$ cat config.mk
export PLATFORM = sky130hd
export DESIGN_NAME = alarm_table_compacting
export DESIGN_NICKNAME = d
export VERILOG_FILES = /design/src/atc_pkg.sv /design/src/atc_cell.sv /design/src/alarm_table_compacting.sv
export SDC_FILE = /design/constraint.sdc
export NUM_CORES = 2
export LEC_CHECK = 0
export ABC_AREA = 1
export CORE_MARGIN = 4
export CORE_UTILIZATION = 45
export DETAILED_ROUTE_END_ITERATION = 8
export DONT_BUFFER_PORTS = 1
export PLACE_DENSITY = 0.6
export SYNTH_ARGS = -nofsm -noshare
export SYNTH_HDL_FRONTEND = slang
export SYNTH_HIERARCHICAL = 1
export SYNTH_SLANG_ARGS = --single-unit
$ cat constraint.sdc
create_clock -name clk -period 5 [get_ports clk]
set_input_delay 1.25 -clock clk [delete_from_list [all_inputs] [get_ports clk]]
set_output_delay 1.25 -clock clk [all_outputs]
set_load 0.02 [all_outputs]
$ cat src/atc_pkg.sv
// Shared types and constants for the compacting alarm table.
// Used by atc_cell and alarm_table_compacting; no dependencies.
package atc_pkg;

    localparam int ID_W        = 32;
    localparam int SEV_W       = 3;
    localparam int RD_IDX_W    = 8;
    localparam int CNT_OUT_W   = 9;
    localparam int TABLE_DEPTH_DEF = 16;

    localparam logic [1:0] CMD_RAISE = 2'd0;
    localparam logic [1:0] CMD_ACK   = 2'd1;
    localparam logic [1:0] CMD_READ  = 2'd2;

    localparam logic [1:0] ST_OK        = 2'd0;
    localparam logic [1:0] ST_FULL      = 2'd1;
    localparam logic [1:0] ST_NOT_FOUND = 2'd2;
    localparam logic [1:0] ST_BAD_INDEX = 2'd3;

    typedef struct packed {
        logic [ID_W-1:0]  id;
        logic [SEV_W-1:0] sev;
    } entry_t;

    typedef struct packed {
        logic                raise_we;
        logic [ID_W-1:0]     new_id;
        logic [SEV_W-1:0]    new_sev;
        logic                ack;
        logic [ID_W-1:0]     ack_id;
        logic [RD_IDX_W-1:0] rd_index;
    } cell_ctrl_t;

endpackage

$ cat src/atc_cell.sv
// One table position: holds an entry, compares it against the ack id,
// shifts down from its upper neighbor and feeds the read chain. Uses atc_pkg.
module atc_cell #(
    parameter int CELL_INDEX = 0,
    parameter int CNT_W      = 5
) (
    input  logic               clk,
    input  atc_pkg::cell_ctrl_t ctrl,
    input  logic [CNT_W-1:0]   count,
    input  logic               match_in,
    output logic               match_out,
    input  atc_pkg::entry_t    next_entry,
    output atc_pkg::entry_t    entry,
    input  atc_pkg::entry_t    rd_in,
    output atc_pkg::entry_t    rd_out
);
    import atc_pkg::*;

    localparam logic [CNT_W:0]      IDX    = CELL_INDEX[CNT_W:0];
    localparam logic [RD_IDX_W-1:0] RD_IDX = CELL_INDEX[RD_IDX_W-1:0];

    entry_t entry_reg;
    entry_t entry_next;
    logic   occupied;
    logic   tail;

    assign occupied  = IDX < {1'b0, count};
    assign tail      = ctrl.raise_we && ({1'b0, count} == IDX);
    assign match_out = match_in || (occupied && (entry_reg.id == ctrl.ack_id));

    always_comb
    begin
        entry_next = entry_reg;
        if (tail)
        begin
            entry_next.id  = ctrl.new_id;
            entry_next.sev = ctrl.new_sev;
        end
        else if (ctrl.ack && match_out)
        begin
            entry_next = next_entry;
        end
    end

    always_ff @(posedge clk)
    begin
        entry_reg <= entry_next;
    end

    assign entry  = entry_reg;
    assign rd_out = rd_in | ((ctrl.rd_index == RD_IDX) ? entry_reg : '0);

endmodule

$ cat src/alarm_table_compacting.sv
// Top level of the compacting alarm table: command decode, counters,
// output register and the chain of atc_cell positions. Uses atc_pkg.
//
// Usage:
//   Command channel req_valid/req_stall carries cmd, severity, ack_id and
//   read_index. Result channel rsp_valid/rsp_stall carries status, stored,
//   new_id, entry_id, entry_severity and active_count, one result per item.
//   silenced_we/silenced_wdata write the silence register; write it only
//   while no item is in flight.
// Latency and throughput:
//   An accepted item updates the cell chain and the result register at the
//   same edge; its result is valid the next cycle. One item per cycle while
//   the receiver does not stall. The ack match is an OR ripple through the
//   TABLE_DEPTH cells, which sets the cycle time.
// Reset:
//   rst_n clears the entry count, the id counter, the silence register and
//   the result valid. Entry storage is not cleared.
// Stall:
//   While a result is held by rsp_stall, req_stall is raised and no new
//   item is taken; the held result does not change.
module alarm_table_compacting #(
    parameter int TABLE_DEPTH = atc_pkg::TABLE_DEPTH_DEF
) (
    input  logic                               clk,
    input  logic                               rst_n,
    input  logic                               silenced_we,
    input  logic                               silenced_wdata,
    input  logic                               req_valid,
    output logic                               req_stall,
    input  logic [1:0]                         cmd,
    input  logic [atc_pkg::SEV_W-1:0]          severity,
    input  logic [atc_pkg::ID_W-1:0]           ack_id,
    input  logic [atc_pkg::RD_IDX_W-1:0]       read_index,
    output logic                               rsp_valid,
    input  logic                               rsp_stall,
    output logic [1:0]                         status,
    output logic                               stored,
    output logic [atc_pkg::ID_W-1:0]           new_id,
    output logic [atc_pkg::ID_W-1:0]           entry_id,
    output logic [atc_pkg::SEV_W-1:0]          entry_severity,
    output logic [atc_pkg::CNT_OUT_W-1:0]      active_count
);
    import atc_pkg::*;

    localparam int              CNT_W    = $clog2(TABLE_DEPTH + 1);
    localparam logic [CNT_W-1:0] FULL_CNT = TABLE_DEPTH[CNT_W-1:0];

    logic                 rsp_valid_reg, rsp_valid_next;
    logic [CNT_W-1:0]     count_reg, count_next;
    logic [ID_W-1:0]      id_ctr_reg, id_ctr_next;
    logic                 silenced_reg, silenced_next;

    logic [1:0]           status_reg, status_next;
    logic                 stored_reg, stored_next;
    logic [ID_W-1:0]      new_id_reg, new_id_next;
    logic [ID_W-1:0]      entry_id_reg, entry_id_next;
    logic [SEV_W-1:0]     entry_sev_reg, entry_sev_next;
    logic [CNT_OUT_W-1:0] active_reg, active_next;

    logic       accept;
    logic       in_range;
    logic       found;
    logic       full;
    cell_ctrl_t ctrl;

    logic   match_chain [TABLE_DEPTH+1];
    entry_t rd_chain    [TABLE_DEPTH+1];
    entry_t cell_entry  [TABLE_DEPTH];
    entry_t cell_next   [TABLE_DEPTH];

    assign req_stall = rsp_valid_reg && rsp_stall;
    assign accept    = req_valid && !req_stall;
    assign full      = (count_reg == FULL_CNT);
    assign in_range  = {1'b0, read_index} < CNT_OUT_W'(count_reg);
    assign found     = match_chain[TABLE_DEPTH];

    assign id_ctr_next = id_ctr_reg + ID_W'(1);

    always_comb
    begin
        ctrl.raise_we = accept && (cmd == CMD_RAISE) && !silenced_reg && !full;
        ctrl.new_id   = id_ctr_next;
        ctrl.new_sev  = severity;
        ctrl.ack      = accept && (cmd == CMD_ACK);
        ctrl.ack_id   = ack_id;
        ctrl.rd_index = read_index;
    end

    assign match_chain[0] = 1'b0;
    assign rd_chain[0]    = '0;

    genvar gi;
    generate
        for (gi = 0; gi < TABLE_DEPTH; gi++)
        begin : g_cell
            if (gi == TABLE_DEPTH - 1)
            begin : g_last
                assign cell_next[gi] = '0;
            end
            else
            begin : g_mid
                assign cell_next[gi] = cell_entry[gi+1];
            end

            atc_cell #(
                .CELL_INDEX (gi),
                .CNT_W      (CNT_W)
            ) u_cell (
                .clk        (clk),
                .ctrl       (ctrl),
                .count      (count_reg),
                .match_in   (match_chain[gi]),
                .match_out  (match_chain[gi+1]),
                .next_entry (cell_next[gi]),
                .entry      (cell_entry[gi]),
                .rd_in      (rd_chain[gi]),
                .rd_out     (rd_chain[gi+1])
            );
        end
    endgenerate

    always_comb
    begin
        count_next     = count_reg;
        silenced_next  = silenced_we ? silenced_wdata : silenced_reg;
        rsp_valid_next = accept ? 1'b1 : (rsp_valid_reg && rsp_stall);
        status_next    = ST_OK;
        stored_next    = 1'b0;
        new_id_next    = '0;
        entry_id_next  = '0;
        entry_sev_next = '0;
        unique case (cmd)
            CMD_RAISE:
            begin
                if (!silenced_reg && full)
                begin
                    status_next = ST_FULL;
                end
                else if (!silenced_reg)
                begin
                    stored_next = 1'b1;
                    new_id_next = id_ctr_next;
                    count_next  = count_reg + CNT_W'(1);
                end
            end
            CMD_ACK:
            begin
                if (found)
                begin
                    count_next = count_reg - CNT_W'(1);
                end
                else
                begin
                    status_next = ST_NOT_FOUND;
                end
            end
            CMD_READ:
            begin
                if (in_range)
                begin
                    entry_id_next  = rd_chain[TABLE_DEPTH].id;
                    entry_sev_next = rd_chain[TABLE_DEPTH].sev;
                end
                else
                begin
                    status_next = ST_BAD_INDEX;
                end
            end
            default:
            begin
                status_next = ST_OK;
            end
        endcase
        active_next = CNT_OUT_W'(count_next);
    end

    always_ff @(posedge clk or negedge rst_n)
    begin
        if (!rst_n)
        begin
            rsp_valid_reg <= 1'b0;
            count_reg     <= '0;
            id_ctr_reg    <= '0;
            silenced_reg  <= 1'b0;
        end
        else
        begin
            rsp_valid_reg <= rsp_valid_next;
            silenced_reg  <= silenced_next;
            if (accept)
            begin
                count_reg <= count_next;
            end
            if (ctrl.raise_we)
            begin
                id_ctr_reg <= id_ctr_next;
            end
        end
    end

    always_ff @(posedge clk)
    begin
        if (accept)
        begin
            status_reg    <= status_next;
            stored_reg    <= stored_next;
            new_id_reg    <= new_id_next;
            entry_id_reg  <= entry_id_next;
            entry_sev_reg <= entry_sev_next;
            active_reg    <= active_next;
        end
    end

    assign rsp_valid      = rsp_valid_reg;
    assign status         = status_reg;
    assign stored         = stored_reg;
    assign new_id         = new_id_reg;
    assign entry_id       = entry_id_reg;
    assign entry_severity = entry_sev_reg;
    assign active_count   = active_reg;

    a_count_bound: assert property (@(posedge clk) disable iff (!rst_n)
        CNT_OUT_W'(count_reg) <= CNT_OUT_W'(TABLE_DEPTH))
        else $error("entry count beyond table depth");

    a_stored_ok: assert property (@(posedge clk) disable iff (!rst_n)
        (rsp_valid_reg && stored_reg) |-> (status_reg == ST_OK))
        else $error("stored result without ok status");

    a_id_step: assert property (@(posedge clk) disable iff (!rst_n)
        ctrl.raise_we |=> (id_ctr_reg == $past(id_ctr_next)))
        else $error("id counter did not advance on stored raise");

    a_count_report: assert property (@(posedge clk) disable iff (!rst_n)
        accept |=> (active_reg == CNT_OUT_W'(count_reg)))
        else $error("reported count differs from table count");

endmodule

==> results.cfg <==
[final_layout]
n_fill_cell = 9453
antenna_cells = 0
layout-drive-gt1-share_pct = 18.2
stdcell_area_um2 = 50700
regArea_um2 = 20000
layout.nets = 5183
multi_input_area_um2 = 22600
largest_reg_flops = 560
area_delta_synth_final_pct = 9.61

[power]
pwr-share-comb_pct = 13.9
p_switching_uw = 3910
p_int_uw = 10500
seqPwrFrac_pct = 45.3
pwr-share-clk_pct = 40.8
p_per_area_nw_per_um2 = 285
ir_drop_mv = 0.246
p_leak_uw = 0.0229
power_uw = 14400
switching_share_pct = 27.1

[clock_tree]
insertion_delay_ns = 0.64
cts.clk_slew.worst_paths_ns = 0.06
cts.sinks = 674
cts_tree = built
cts_root_buf = clkbuf_16
cts_hold_buf = 0
ctsHtreeMaxLevel = 3
cts_buffer_depth = 3
cts_setup_buffers = 0
cts_resized = 0
cts_made_buffers = 82

[critical_path]
cp_top_family = simple AND/OR/NAND/NOR gates
cp-start-kind = flip-flop
critPathMaxFanout = 7
critPathBufInv = 16
crit_slowest_cell = dfrtp_1
worstSetupEndpointType = flip-flop
arrival_ns = 4.96
startpoint = count_reg[1]
crit_type = flip-flop to flip-flop
r2r_setup_slack_ns = 0.52
r2r_start = count_reg[1]
worstPathRequired_ns = 5.49
cp_common_cell = nand2_1
cp_slowest_stage_delay_ns = 0.71

[yosys]
syn_avg_cell_area_um2 = 9.22
async_reset_ff_share_pct = 5.79
yosys-top-cells-area = edfxtp_1, nand2_1, mux2_4
synth_commonest_cells = nand2_1, inv_1, edfxtp_1
synth_flop_cell = edfxtp_1
seq_area_frac_synth_pct = 43.4
synth_top_area_share_pct = 41.2
ys_types = 56
synth-seq-cells = 674
ys_warn_count = 6
synth_top_area_cell = edfxtp_1
synth_edf_count = 635
mappedNetlistArea_um2 = 46200
synth.most_common_cell = nand2_1
syn-instance-count = 5016

[grt]
grt_pass1_wl_um = 187000
overflow = 0
grt_pass1_vias = 32289
grtUsageTotal_pct = 22.3
grt_max_degree = 40
antenna_found_initial = 1

[timing]
clock.fmax_mhz = 223
final_hold_viol_count = 0
tns_ns = 0
finalCriticalPeriod_ns = 4.48
tightest_slew_ns = 1.19
layout_worst_path_cycle_share_pct = 89.5
finClkSkew_ns = 0.0276
rsz0062_at_grt = no
slew_viol_final = 0
slew_headroom_pct = 20.8
setup_slack_ns = 0.524
setup_violations = 0

[route]
routed_wl_um = 123000
drt-initial-drc-count = 2140
routedWlPerCell_um = 18.7
drtAntennaViolNets = 0
via_count = 32761
drc = 0
dr.pass1.iters = 7
vias_per_cell = 5.00

[min_path]
hp-class = input pin to async pin

[floorplanning]
die_w_um = 329
die_h_um = 329
die_area_um2 = 108000
start_util_pct = 45.4
core_um2 = 102000
rows = 117
ioPinCount = 132

[placement]
place_congestion = 0.883
hpwlAfterDp_um = 94900
dpl_cell_area_um2 = 48100
place_ws_ns = -0.0664
io_buffer_count = 0

[run_status]
status = completed

[flow_run]
cap_violations = 0
worst paths after layout:
kind                            depth (start not counted)              to
worst max-delay path                                   45    count_reg[4]
worst min-delay path                                    0   id_ctr_reg[8]
worst max register to register                         45    count_reg[4]
worst min register to register                          2  id_ctr_reg[31]
max in group asynchronous                               0  id_ctr_reg[30]
min in group clk                                        2  id_ctr_reg[31]
routing by layer:
layer	vias up	share of wire (%)	GRT usage, %
li1	16422	-	-
met5	-	0	0
met2	730	46	37.2
met4	0	2.8	6.53
met3	170	5.4	3.95
met1	15439	46	29.8
per-stage QoR:
stage,utilization [%],hold slack (ns),instances
after floorplan,-,0.462,5090
after global placement,47.2,0.481,6409
after detailed placement,47.2,0.496,6409
after CTS,49.7,0.258,6552
after global routing,49.7,0.267,6552
final,49.7,0.309,6552
area by class of cell:
| type | instances | share of cell area [%] |
|---|---|---|
| Inverter | 733 | 5.44 |
| Multi-Input combinational cell | 3536 | 44.6 |
| Clock inverter | 35 | 0.664 |
| Tap cell | 1368 | 3.38 |
| Clock buffer | 108 | 4.45 |
| Timing Repair Buffer | 98 | 1.87 |
| Sequential cell | 674 | 39.6 |
placed cells by master (no fill, tap or decap), drive strengths merged, types with 3 or more instances in the layout:
| master | n |
|---|---|
| ha | 7 |
| a21oi | 14 |
| xnor2 | 271 |
| dfrtp | 39 |
| and2 | 4 |
| inv | 732 |
| clkinv | 26 |
| a31o | 123 |
| o21bai | 440 |
| clkbuf | 108 |
| xor2 | 63 |
| nand2 | 1632 |
| nor4b | 3 |
| buf | 98 |
| nor3b | 3 |
| nor4 | 19 |
| nand4 | 56 |
| bufinv | 6 |
| edfxtp | 635 |
| o22ai | 4 |
| conb | 75 |
| mux2 | 315 |
| or2 | 26 |
| nand3 | 88 |
| clkinvlp | 4 |
| nand3b | 13 |
| nor2 | 340 |
| o21ai | 35 |
power by group through the flow:
stage	logic (uW)	clock network [uW]	registers, uW
2_1_floorplan	1300	0	6650
6_report	2010	5900	6540
3_3_place_gp	1950	0	6650
4_1_cts	1990	6040	6540
3_5_place_dp	1980	0	6650
5_1_grt	2190	6240	6560
kinds of logic (layout without fill, tap and decap cells):
group,after synthesis,in the layout,synth area share (%)
simple gates,2186,2186,20.1
other cells,1,75,0.00811
xor+xnor,334,334,6.39
mux,315,315,9.79
buf+inv,880,974,8.54
flops,674,674,43.4
compound gates,619,619,11.7
fa+ha+maj,7,7,0.189
No activity file was read; power rests on OpenSTA's default activity.
